--- config.mk ---
export PLATFORM = sky130hd
export DESIGN_NAME = joystick_autofire_and_key_mapper
export DESIGN_NICKNAME = d
export VERILOG_FILES = /design/src/design/jak_pkg.sv /design/src/design/jak_lane.sv /design/src/design/jak_merge.sv /design/src/design/joystick_autofire_and_key_mapper.sv
export SDC_FILE = /design/constraint.sdc
export NUM_CORES = 1
export LEC_CHECK = 0
export BUFFER_PORTS_ARGS = -buffer_cell sky130_fd_sc_hd__buf_2
export CORE_MARGIN = 2
export CORE_UTILIZATION = 45
export DETAILED_ROUTE_END_ITERATION = 10
export HOLD_SLACK_MARGIN = 0.1
export PLACE_DENSITY_LB_ADDON = 0.25
export SLEW_MARGIN = 10
export SYNTH_ARGS = -nofsm -noshare
export SYNTH_HDL_FRONTEND = slang
export SYNTH_SLANG_ARGS = --single-unit
--- constraint.sdc ---
create_clock -name clk -period 17.9 [get_ports clk]
set_clock_uncertainty 0.1 [all_clocks]
set_input_delay 2.685 -clock clk [delete_from_list [all_inputs] [get_ports clk]]
set_output_delay 2.685 -clock clk [all_outputs]
set_load 0.02 [all_outputs]
--- src/design/jak_pkg.sv ---
// ----------------------------------------------------------------------------
// Joystick autofire and key mapper package
// Shared types, register indexes, pad type codes and small lookup functions.
// ----------------------------------------------------------------------------
`default_nettype none

package jak_pkg;

    // Configuration register indexes.
    localparam logic [2:0] REG_PAD0_TYPE     = 3'd0;
    localparam logic [2:0] REG_PAD1_TYPE     = 3'd1;
    localparam logic [2:0] REG_PAD0_AUTOFIRE = 3'd2;
    localparam logic [2:0] REG_PAD1_AUTOFIRE = 3'd3;
    localparam logic [2:0] REG_PAD0_CODES    = 3'd4;
    localparam logic [2:0] REG_PAD1_CODES    = 3'd5;

    // Pad use codes.
    localparam logic [2:0] PT_OFF    = 3'd0;
    localparam logic [2:0] PT_PORT_A = 3'd1;
    localparam logic [2:0] PT_PORT_B = 3'd2;
    localparam logic [2:0] PT_KEYS   = 3'd3;
    localparam logic [2:0] PT_PORT_C = 3'd4;

    // Code ranges.
    localparam logic [6:0] PORT_CODE_BASE = 7'h70;
    localparam logic [6:0] PORT_CODE_TOP  = 7'h75;
    localparam logic [6:0] KEY_CODE_MAX   = 7'h66;
    localparam logic [3:0] AUTOFIRE_MAX   = 4'd9;

    // What one pad lane hands to the merge stage.
    // Event slots: 0..3 directions, 4 center make, 5 center break, 6 A, 7 B.
    typedef struct packed {
        logic [5:0]      port;
        logic [7:0]      ev_valid;
        logic [7:0]      ev_rel;
        logic [7:0][6:0] ev_code;
    } lane_out_t;

    // One tick's worth of results: three port bytes and up to sixteen events.
    typedef struct packed {
        logic [5:0]       port_a;
        logic [5:0]       port_b;
        logic [5:0]       port_c;
        logic [15:0]      mask;
        logic [15:0]      rel;
        logic [15:0][6:0] code;
    } tick_t;

    // Autofire reload period for a selector; zero means no autofire.
    function automatic logic [7:0] period_of(input logic [3:0] sel);
        logic [7:0] p;
        begin
            case (sel)
                4'd1:    p = 8'd25;
                4'd2:    p = 8'd12;
                4'd3:    p = 8'd8;
                4'd4:    p = 8'd6;
                4'd5:    p = 8'd5;
                4'd6:    p = 8'd4;
                4'd7:    p = 8'd3;
                4'd8:    p = 8'd2;
                4'd9:    p = 8'd1;
                default: p = 8'd0;
            endcase
            return p;
        end
    endfunction

    // Port bit set by a mapping code; codes outside the port range set nothing.
    function automatic logic [5:0] port_bit(input logic [6:0] code);
        logic [6:0] ofs;
        begin
            ofs = code - PORT_CODE_BASE;
            if (code >= PORT_CODE_BASE && code <= PORT_CODE_TOP)
                return 6'd1 << ofs[2:0];
            return 6'd0;
        end
    endfunction

    // A code that can be sent as a keyboard event.
    function automatic logic key_ok(input logic [6:0] code);
        return (code != 7'd0) && (code <= KEY_CODE_MAX);
    endfunction

endpackage

`default_nettype wire

--- src/design/jak_lane.sv ---
// ----------------------------------------------------------------------------
// Joystick pad lane
// Autofire gating, port mapping and keyboard edge events for one pad.
// ----------------------------------------------------------------------------
`default_nettype none

module jak_lane
    import jak_pkg::*;
(
    input  wire logic        clk,
    input  wire logic        rst_n,
    input  wire logic        update,
    input  wire logic [5:0]  raw,
    input  wire logic [2:0]  pad_type,
    input  wire logic [7:0]  autofire,
    input  wire logic [48:0] codes,
    output lane_out_t        result
);

    logic [1:0][8:0] cnt_reg;
    logic [1:0][8:0] cnt_next;
    logic [5:0]      prev_reg;
    logic [5:0]      dat;
    logic            center;

    // Autofire counters gate the two buttons.
    always_comb
    begin
        logic [3:0] sel;
        logic [8:0] period;
        logic [8:0] c;
        dat      = raw;
        cnt_next = cnt_reg;
        for (int b = 0; b < 2; b++)
        begin
            sel = autofire[4*b +: 4];
            if (sel > AUTOFIRE_MAX)
                sel = 4'd0;
            period = {1'b0, period_of(sel)};
            c = 9'd0;
            if (raw[4+b] && sel != 4'd0)
            begin
                if (cnt_reg[b] == 9'd0)
                begin
                    c = period;
                end
                else
                begin
                    c = cnt_reg[b] - 9'd1;
                    if (c[7:0] == 8'd0)
                        c = (c + period) ^ 9'h100;
                end
                if (c[8])
                    dat[4+b] = 1'b0;
            end
            cnt_next[b] = c;
        end
    end

    // All directions released after some were held last tick.
    assign center = (dat[3:0] == 4'd0) && (prev_reg[3:0] != 4'd0);

    // Port mapping and keyboard events from the gated state.
    always_comb
    begin
        logic       is_key;
        logic       rise;
        logic       fall;
        logic [6:0] cd;
        is_key          = (pad_type == PT_KEYS);
        result.port     = 6'd0;
        result.ev_valid = 8'd0;
        result.ev_rel   = 8'd0;
        result.ev_code  = '0;
        for (int k = 0; k < 4; k++)
        begin
            cd = codes[7*k +: 7];
            if (dat[k])
                result.port = result.port | port_bit(cd);
            rise = dat[k] && !prev_reg[k];
            fall = !dat[k] && prev_reg[k];
            result.ev_valid[k] = is_key && (rise || fall) && key_ok(cd);
            result.ev_rel[k]   = fall;
            result.ev_code[k]  = cd;
        end
        // Center return: a make and then a break of the center code.
        cd = codes[28 +: 7];
        if (center)
            result.port = result.port | port_bit(cd);
        result.ev_valid[4] = is_key && center && key_ok(cd);
        result.ev_rel[4]   = 1'b0;
        result.ev_code[4]  = cd;
        result.ev_valid[5] = is_key && center && key_ok(cd);
        result.ev_rel[5]   = 1'b1;
        result.ev_code[5]  = cd;
        // Buttons A and B.
        for (int b = 0; b < 2; b++)
        begin
            cd = codes[35 + 7*b +: 7];
            if (dat[4+b])
                result.port = result.port | port_bit(cd);
            rise = dat[4+b] && !prev_reg[4+b];
            fall = !dat[4+b] && prev_reg[4+b];
            result.ev_valid[6+b] = is_key && (rise || fall) && key_ok(cd);
            result.ev_rel[6+b]   = fall;
            result.ev_code[6+b]  = cd;
        end
    end

    // Pad state advances only on ticks where some pad is in use.
    always_ff @(posedge clk or negedge rst_n)
    begin
        if (!rst_n)
        begin
            cnt_reg  <= '0;
            prev_reg <= 6'd0;
        end
        else if (update)
        begin
            cnt_reg  <= cnt_next;
            prev_reg <= dat;
        end
    end

endmodule

`default_nettype wire

--- src/design/jak_merge.sv ---
// ----------------------------------------------------------------------------
// Joystick lane merge and event drain
// Resolves port ownership, joins both lanes' events and sends them one a cycle while out_stall is low.
// ----------------------------------------------------------------------------
`default_nettype none

module jak_merge
    import jak_pkg::*;
(
    input  wire logic       clk,
    input  wire logic       rst_n,
    input  wire lane_out_t  lane0,
    input  wire lane_out_t  lane1,
    input  wire logic [2:0] pad0_type,
    input  wire logic [2:0] pad1_type,
    input  wire logic       in_valid,
    output logic            in_stall,
    output logic            accept,
    output logic            out_valid,
    input  wire logic       out_stall,
    output logic [5:0]      port_a,
    output logic [5:0]      port_b,
    output logic [5:0]      port_c,
    output logic            key_valid,
    output logic            key_release,
    output logic [6:0]      key_code,
    output logic            last
);

    tick_t       incoming;
    tick_t       pend_reg;
    tick_t       drain_reg;
    logic        pend_valid_reg;
    logic        drain_valid_reg;
    logic [15:0] low_bit;
    logic [3:0]  idx;
    logic        take;
    logic        drain_done;
    logic        load_drain;

    // Port ownership: pad 1 wins when both pads drive the same port.
    function automatic logic [5:0] pick_port(input logic [2:0] want);
        if (pad1_type == want)
            return lane1.port;
        if (pad0_type == want)
            return lane0.port;
        return 6'd0;
    endfunction

    // Join the lanes, pad 0 events first.
    always_comb
    begin
        incoming.port_a = pick_port(PT_PORT_A);
        incoming.port_b = pick_port(PT_PORT_B);
        incoming.port_c = pick_port(PT_PORT_C);
        incoming.mask   = {lane1.ev_valid, lane0.ev_valid};
        incoming.rel    = {lane1.ev_rel, lane0.ev_rel};
        incoming.code   = {lane1.ev_code, lane0.ev_code};
    end

    // Lowest pending event of the tick in the drain register.
    assign low_bit = drain_reg.mask & (~drain_reg.mask + 16'd1);

    always_comb
    begin
        idx = 4'd0;
        for (int i = 15; i >= 0; i--)
        begin
            if (drain_reg.mask[i])
                idx = 4'(i);
        end
    end

    assign out_valid   = drain_valid_reg;
    assign port_a      = drain_reg.port_a;
    assign port_b      = drain_reg.port_b;
    assign port_c      = drain_reg.port_c;
    assign key_valid   = drain_reg.mask != 16'd0;
    assign key_release = key_valid ? drain_reg.rel[idx] : 1'b0;
    assign key_code    = key_valid ? drain_reg.code[idx] : 7'd0;
    assign last        = (drain_reg.mask & ~low_bit) == 16'd0;

    // Handshake between input, pending slot and drain register.
    assign take       = drain_valid_reg && !out_stall;
    assign drain_done = take && last;
    assign load_drain = pend_valid_reg && (!drain_valid_reg || drain_done);
    assign in_stall   = pend_valid_reg && !load_drain;
    assign accept     = in_valid && !in_stall;

    // Valid flags.
    always_ff @(posedge clk or negedge rst_n)
    begin
        if (!rst_n)
        begin
            pend_valid_reg  <= 1'b0;
            drain_valid_reg <= 1'b0;
        end
        else
        begin
            if (accept)
                pend_valid_reg <= 1'b1;
            else if (load_drain)
                pend_valid_reg <= 1'b0;
            if (load_drain)
                drain_valid_reg <= 1'b1;
            else if (drain_done)
                drain_valid_reg <= 1'b0;
        end
    end

    // Payload registers.
    always_ff @(posedge clk)
    begin
        if (accept)
            pend_reg <= incoming;
        if (load_drain)
            drain_reg <= pend_reg;
        else if (take)
            drain_reg.mask <= drain_reg.mask & ~low_bit;
    end

endmodule

`default_nettype wire

--- src/design/joystick_autofire_and_key_mapper.sv ---
// ----------------------------------------------------------------------------
// Joystick autofire and key mapper
// Two pad lanes with autofire, port mapping and keyboard events, merged.
// ----------------------------------------------------------------------------
// Each accepted request is one poll tick carrying the raw state of both pads.
// The two pad lanes handle it in the cycle it is accepted, and the tick then
// waits in a pending slot until the output register is free. A tick yields
// one result per keyboard event (pad 0 first, up to sixteen), or a single
// result with key_valid low when there is none; the port bytes repeat on
// every result and last marks the final one. Results leave one per cycle
// from the output register while out_stall is low, so that event drain sets
// the sustained tick rate. A new tick is taken while earlier results drain.
// Configuration is to be written by the user only while the block is idle;
// the block itself does not enforce this.
`default_nettype none

module joystick_autofire_and_key_mapper
    import jak_pkg::*;
(
    input  wire logic        clk,
    input  wire logic        rst_n,
    input  wire logic        cfg_we,
    input  wire logic [2:0]  cfg_index,
    input  wire logic [48:0] cfg_data,
    input  wire logic        in_valid,
    output logic             in_stall,
    input  wire logic [5:0]  pad0_raw,
    input  wire logic [5:0]  pad1_raw,
    output logic             out_valid,
    input  wire logic        out_stall,
    output logic [5:0]       port_a,
    output logic [5:0]       port_b,
    output logic [5:0]       port_c,
    output logic             key_valid,
    output logic             key_release,
    output logic [6:0]       key_code,
    output logic             last
);

    logic [2:0]  pad0_type_reg;
    logic [2:0]  pad1_type_reg;
    logic [7:0]  pad0_autofire_reg;
    logic [7:0]  pad1_autofire_reg;
    logic [48:0] pad0_codes_reg;
    logic [48:0] pad1_codes_reg;
    logic        accept;
    logic        update;
    lane_out_t   lane0;
    lane_out_t   lane1;

    // Configuration registers.
    always_ff @(posedge clk or negedge rst_n)
    begin
        if (!rst_n)
        begin
            pad0_type_reg     <= PT_PORT_A;
            pad1_type_reg     <= PT_OFF;
            pad0_autofire_reg <= 8'd0;
            pad1_autofire_reg <= 8'd0;
            pad0_codes_reg    <= 49'd0;
            pad1_codes_reg    <= 49'd0;
        end
        else if (cfg_we)
        begin
            unique case (cfg_index)
                REG_PAD0_TYPE:     pad0_type_reg     <= cfg_data[2:0];
                REG_PAD1_TYPE:     pad1_type_reg     <= cfg_data[2:0];
                REG_PAD0_AUTOFIRE: pad0_autofire_reg <= cfg_data[7:0];
                REG_PAD1_AUTOFIRE: pad1_autofire_reg <= cfg_data[7:0];
                REG_PAD0_CODES:    pad0_codes_reg    <= cfg_data;
                REG_PAD1_CODES:    pad1_codes_reg    <= cfg_data;
                default:           ;
            endcase
        end
    end

    // Pad state is frozen while both pads are off.
    assign update = accept && ((pad0_type_reg != PT_OFF) || (pad1_type_reg != PT_OFF));

    jak_lane u_lane0 (
        .clk      (clk),
        .rst_n    (rst_n),
        .update   (update),
        .raw      (pad0_raw),
        .pad_type (pad0_type_reg),
        .autofire (pad0_autofire_reg),
        .codes    (pad0_codes_reg),
        .result   (lane0)
    );

    jak_lane u_lane1 (
        .clk      (clk),
        .rst_n    (rst_n),
        .update   (update),
        .raw      (pad1_raw),
        .pad_type (pad1_type_reg),
        .autofire (pad1_autofire_reg),
        .codes    (pad1_codes_reg),
        .result   (lane1)
    );

    jak_merge u_merge (
        .clk         (clk),
        .rst_n       (rst_n),
        .lane0       (lane0),
        .lane1       (lane1),
        .pad0_type   (pad0_type_reg),
        .pad1_type   (pad1_type_reg),
        .in_valid    (in_valid),
        .in_stall    (in_stall),
        .accept      (accept),
        .out_valid   (out_valid),
        .out_stall   (out_stall),
        .port_a      (port_a),
        .port_b      (port_b),
        .port_c      (port_c),
        .key_valid   (key_valid),
        .key_release (key_release),
        .key_code    (key_code),
        .last        (last)
    );

endmodule

`default_nettype wire

## Word level (Yosys, flattened, before mapping)

Memory sizes are Yosys's and may differ from the RTL's.
Cells that the tools add are included.

- Muxes and demuxes: 159
- Equality and inequality tests: 13
- Bitwise logic cells: 20
- $lt $le $gt $ge: 47
- $add $sub $neg: 23
- Shift-type cells: 14
- Reductions and logical operators: 178

Operators with widths:

| cell | number |
|---|---|
| 6-bit two-way mux | 66 |
| 7-bit <= comparator (second input constant) | 28 |
| 9-bit two-way mux | 16 |
| 7-bit greater-or-equal comparator (second input constant) | 14 |
| 7-bit nonzero test | 14 |
| 1-bit logical AND | 92 |
| 1-bit by 3-bit left shift with 6-bit output (first input constant) | 14 |
| 4-bit two-way mux | 20 |
| 6-bit OR | 12 |
| 1-bit two-way mux | 51 |
| 3-bit by 1-bit subtractor with 3-bit output (second input constant) | 14 |
| 9-bit by 8-bit adder with 9-bit output | 4 |
| 9-bit logical NOT | 4 |
| 9-bit by 1-bit subtractor with 9-bit output (second input constant) | 4 |
| 16-bit bitwise AND | 2 |
| 8-bit logical NOT | 4 |
| 16-bit two-way mux | 2 |
| 16-bit inverter | 2 |
| 7-bit binary-select mux with 4-bit select | 1 |
| 1-bit logical NOT | 28 |
| 4-bit nonzero test | 6 |
| 3-bit by 2-bit == test with 1-bit output (second input constant) | 6 |
| 16-bit by 1-bit adder with 16-bit output (second input constant) | 1 |
| 4-bit greater-than comparator (second input constant) | 4 |
| other kinds (14) | 45 |

- Word-level logic and storage cells: 510
- Input bits: 69
- Output and inout port bits: 30
- Memories: 4
- Bits in read-only memories: 320
- Register bits: 458

Memory list:

| name | words | width | read ports | clocked after memory_dff | write ports | line | source |
|---|---|---|---|---|---|---|---|
| (name not given) | 16 | 5 | 1 | 0 | 0 | jak_pkg.sv:53 | `case (sel)` |
| (name not given) | 16 | 5 | 1 | 0 | 0 | jak_pkg.sv:53 |  |
| (name not given) | 16 | 5 | 1 | 0 | 0 | jak_pkg.sv:53 |  |
| (name not given) | 16 | 5 | 1 | 0 | 0 | jak_pkg.sv:53 |  |

## Depth between registers and ports, before layout

- Depth in word-level cells: 22
- Gate-level depth with buffers: 15
- Gate-level depth less buffers: 15

## By module

Synthesis repeated with hierarchy kept, for this count alone.

- Cell total of the unflattened synthesis: 1837
- Area total of the unflattened synthesis: 23471.3 sq um

By module, submodules not included:

| module | instances | cells an instance | sequential area each (sq um) | area an instance (sq um) |
|---|---|---|---|---|
| jak_merge | 1 | 674 | 9779.4 | 12012.8 |
| joystick_autofire_and_key_mapper | 1 | 259 | 3004.1 | 4550.6 |
| jak_lane (u_lane1) | 1 | 462 | 600.6 | 3499.6 |
| jak_lane (u_lane0) | 1 | 442 | 600.6 | 3408.3 |

## Worst setup path after synthesis

OpenSTA, ideal clock, no wires.

- Kind: input to register
- From: input out_stall
- To: register u_merge.pend_reg[0] (netlist bit), enable pin
- Cell stages on the path: 3
- Data required time: 17.141 ns
- Buffers on the path: 0
- Setup slack: 7.986 ns
- Library setup time: 0.659 ns
- Data arrival time: 9.156 ns
- Cells stage by stage: inv_1 -> a21oi_2 -> nor2b_1

- Longest elaborated chain between the ends: 9

Ends and longest elaborated chain:

| item | line | source |
|---|---|---|
| from (decl) | joystick_autofire_and_key_mapper.sv:30 | `input wire logic out_stall,` |
| 1-bit logical NOT | jak_merge.sv:84 | `assign take = drain_valid_reg && !out_stall;` |
| 1-bit logical AND | jak_merge.sv:84 |  |
| 1-bit logical AND | jak_merge.sv:85 | `assign drain_done = take && last;` |
| 1-bit logical OR | jak_merge.sv:86 | `assign load_drain = pend_valid_reg && (!drain_valid_reg \|\| drain_done);` |
| 1-bit logical AND | jak_merge.sv:86 |  |
| 1-bit logical NOT | jak_merge.sv:87 | `assign in_stall = pend_valid_reg && !load_drain;` |
| 1-bit logical AND | jak_merge.sv:87 |  |
| named net in_stall | joystick_autofire_and_key_mapper.sv:26 | `output logic in_stall,` |
| 1-bit logical NOT | jak_merge.sv:88 | `assign accept = in_valid && !in_stall;` |
| 1-bit logical AND | jak_merge.sv:88 |  |
| named net accept | joystick_autofire_and_key_mapper.sv:46 | `logic accept;` |
| to (signal assigned) | jak_merge.sv:115 | `pend_reg <= incoming;` |
| to (decl) | jak_merge.sv:31 | `tick_t pend_reg;` |

The timed path passes the listed nets, and every way through them passes these cells.
A chain may end at the register's enable or synchronous reset.

## Worst setup path after layout

- From: register u_merge.drain_reg[138] (netlist bit)
- To: output key_code[4]

- Longest elaborated chain between the ends: 14
- Elaborated cells between the ends (all ways): 15
- Those cells by class: mux: 14; reduce/logical: 1

Ends and longest elaborated chain:

| item | line | source |
|---|---|---|
| from (decl) | jak_merge.sv:32 | `tick_t drain_reg;` |
| from (signal assigned) | jak_merge.sv:117 | `drain_reg <= pend_reg;` |
| 4-bit two-way mux (11 in a row) | jak_merge.sv:69 | `if (drain_reg.mask[i])` |
| 7-bit binary-select mux with 4-bit select | jak_merge.sv:80 | `assign key_code = key_valid ? drain_reg.code[idx] : 7'd0;` |
| 7-bit two-way mux (implied by the code) | jak_merge.sv:80 |  |
| 7-bit two-way mux * | jak_merge.sv:80 |  |
| to (decl) | joystick_autofire_and_key_mapper.sv:36 | `output logic [6:0] key_code,` |

Mark *: on every way between the ends. The rest lies on a longest branch, timed or not. The select of a mux whose other input is x is not followed.

==> flow_metrics.tcl <==
set metrics [dict create \
    status "completed" \
    slew_headroom 0.2707 \
    path_cells "inv_1 > a2111oi_0 > o31a_1 > o22a_1 > nand2_1 > o22ai_1 > nor3_1 > nor2_1 > buf_2" \
    syn_nets 1817 \
    crit_path_max_incr_delay_ns 0.78 \
    cpLargestDelayFamily "compound AO/OA/AOI/OAI gates" \
    final_net_count 1900 \
    endpoint_kind "primary output" \
    vdd_drop_max_uv 81.40 \
    cts.path.max_buffers 3 \
    fillers 4022 \
    synth.largest_area_cell "edfxtp_1" \
    syn_inst 1692 \
    hp-start "u_merge.pend_reg[72]" \
    detail_route.wl_per_cell_um 21.58 \
    whs_path_depth 0 \
    ys_seq_area_frac 0.6082 \
    clkSlewWorstSetupHoldPaths_ns 0.06 \
    max_freq_mhz 145.4 \
    slew_violations 0 \
    grt_pass1_wl_mm 80.43 \
    antenna_found_initial 3 \
    crit_path_start_kind "flip-flop" \
    cts-htree-levels 2 \
    drcViolationCount 0 \
    num_rows 79 \
    final.min_clock_period_ns 6.878 \
    ys.flop_type "edfxtp_1" \
    cts_buffers 47 \
    setup_ws_ns 11.02 \
    p_int_mw 1.937 \
    dp_slack_ns 11.44 \
    vias 14194 \
    finalCritPeriodShare 0.3843 \
    grt_overflow 0 \
    first_pass_iters 8 \
    p_clk_frac 0.358 \
    initial_core_util 0.4545 \
    hold_viol_final 0 \
    power.density_mw_per_mm2 113.8 \
    p_seq_frac 0.491 \
    largest_register_ffs 142 \
    cp.arrival_ns 4.09 \
    clkSinkCount 456 \
    worstMarginPinSlew_ns 1.094 \
    critPathKind "flip-flop to primary output" \
    swShare 0.2796 \
    ys_ff_latch 456 \
    routed_wl_mm 52.21 \
    io_buffer_count 98 \
    hold-path-endpoint "u_merge.drain_reg[72]" \
    setup_viol 0 \
    worstPathRequired_ns 15.11 \
    r2r_cells 8 \
    fin_cells 2419 \
    post_cts_buffers 0 \
    detail-route-antenna-nets 0 \
    io_pins 99 \
    crit_fanout 19 \
    cts_tree "done" \
    rsz0062_at_grt "no" \
    grt_max_degree 85 \
    power.total_mw 2.689 \
    avgSynthCellArea_um2 12.48 \
    ys_top_cells_by_area "edfxtp_1, dfrtp_1, mux2_2" \
    dp_cells 2333 \
    async_flop_share 0.3728 \
    yosys_warnings 0 \
    die_area_mm2 0.04868 \
    cts_hold_buf 0 \
    hpwlAfterDp_mm 37.32 \
    layout_commonest_cell "edfxtp_1" \
    grt.total_usage 0.2185 \
    place.gp.congestion 0.8847 \
    netlist_area_mm2 0.02112 \
    fin_util 0.5087 \
    crit_buf_inv 2 \
    synth-edff-count 286 \
    die_w_um 220.6 \
    cts_resized 0 \
    core_area_mm2 0.04646 \
    timing.rr.start "u_merge.drain_reg[136]" \
    clk_latency_ns 0.58 \
    switchingPower_mw 0.7519 \
    synth_cell_types 80 \
    cts-root-buf "clkbuf_16" \
    setup_tns_ns 0 \
    critPathSlowestCell "o22a_1" \
    die_y_um 220.6 \
    grt_pass1_vias 13840 \
    final_cell_mix "edfxtp_1, dfrtp_1, nand2_1" \
    leakage_nw 8.997 \
    reg2reg_setup_slack_ns 12.67 \
    drtIter0Drc 1161 \
    area_growth_pct 11.91 \
    hold_path.class "flip-flop to flip-flop" \
    viasPerCell 5.868 \
    pwr-share-comb 0.152 \
    yosys.area.top_type_share 0.4067 \
    layout-drive-gt1-share 0.1844 \
    reg2reg_to "u_merge.pend_reg[69]" \
    maxCapViolCount 0 \
]
power groups by stage:
stage	Combinational, mW	Clock [mW]	Sequential [mW]
global route	0.457	1.03	1.33
global placement	0.390	0	1.33
detailed placement	0.405	0	1.34
floorplan	0.310	0	1.28
finish	0.408	0.962	1.32
CTS	0.408	0.979	1.31
synth_stat cells (13+ instances only):
master	n
ha_1	52
or3_1	13
a31oi_1	26
nand2b_1	14
nor4_1	28
clkbuf_1	39
mux2_2	122
xnor2_1	14
edfxtp_1	286
nand4_1	13
dfrtp_1	169
o21ai_0	93
nand2_1	126
buf_4	18
o31ai_1	16
o22ai_1	21
mux2i_1	50
a21oi_1	51
a211oi_1	13
nor2_1	110
and2_1	13
nand3_1	37
inv_1	65
nor2b_1	17
nor3_1	66
a21o_1	15
cell families (layout without fill, tap and decap cells):
family / after synthesis / count (layout) / share of synthesized area
mux: 172 / 172 / 0.08876
compound gates: 334 / 334 / 0.1058
buf+inv: 141 / 260 / 0.03016
fa+ha+maj: 58 / 58 / 0.03555
simple gates: 509 / 509 / 0.1224
xor+xnor: 22 / 22 / 0.009125
flops: 456 / 456 / 0.6082
other cells: 0 / 1 / 0
through the flow:
| stage | instance area (µm²) | hold slack [ns] |
|---|---|---|
| after detailed placement | 22110 | 0.3045 |
| final | 23630 | 0.3098 |
| after global routing | 23630 | 0.3192 |
| after CTS | 23630 | 0.3061 |
| after floorplan | 21120 | 0.3003 |
| after global placement | 22110 | 0.3013 |
worst max path at each step:
stage	startpoint	slack, ns	cells past startpoint	end
floorplan	out_stall	7.99	3	u_merge.pend_reg[0]
global placement	out_stall	11.46	4	in_stall
detailed placement	out_stall	11.44	4	in_stall
CTS	u_merge.drain_reg[138]	11.02	9	key_code[5]
global route	u_merge.drain_reg[138]	10.69	9	key_code[5]
finish	u_merge.drain_reg[138]	11.02	9	key_code[4]
layout make-up:
type | count | area [µm²] | share of cell area
sequential | 456 | 12840 | 0.5435
multi-input combinational | 1095 | 7671 | 0.3246
clock buffer | 66 | 1318 | 0.05575
tap | 607 | 759.5 | 0.03214
timing repair buffer | 110 | 586.8 | 0.02483
inverter | 65 | 244.0 | 0.01032
clock inverter | 19 | 206.4 | 0.008736
antenna | 1 | 2.502 | 0.0001059
per-layer routing:
metal / part of all wire / wire (µm) / up-vias / global-route usage
met1: 0.43 / 22410 / 7107 / 0.2915
met4: 0.037 / 1909 / 4 / 0.08889
met3: 0.052 / 2735 / 114 / 0.02804
li1: - / - / 6549 / -
met2: 0.48 / 25130 / 420 / 0.3633
met5: 0.00040 / 21 / - / 0
No activity file was read; power rests on OpenSTA's default activity.
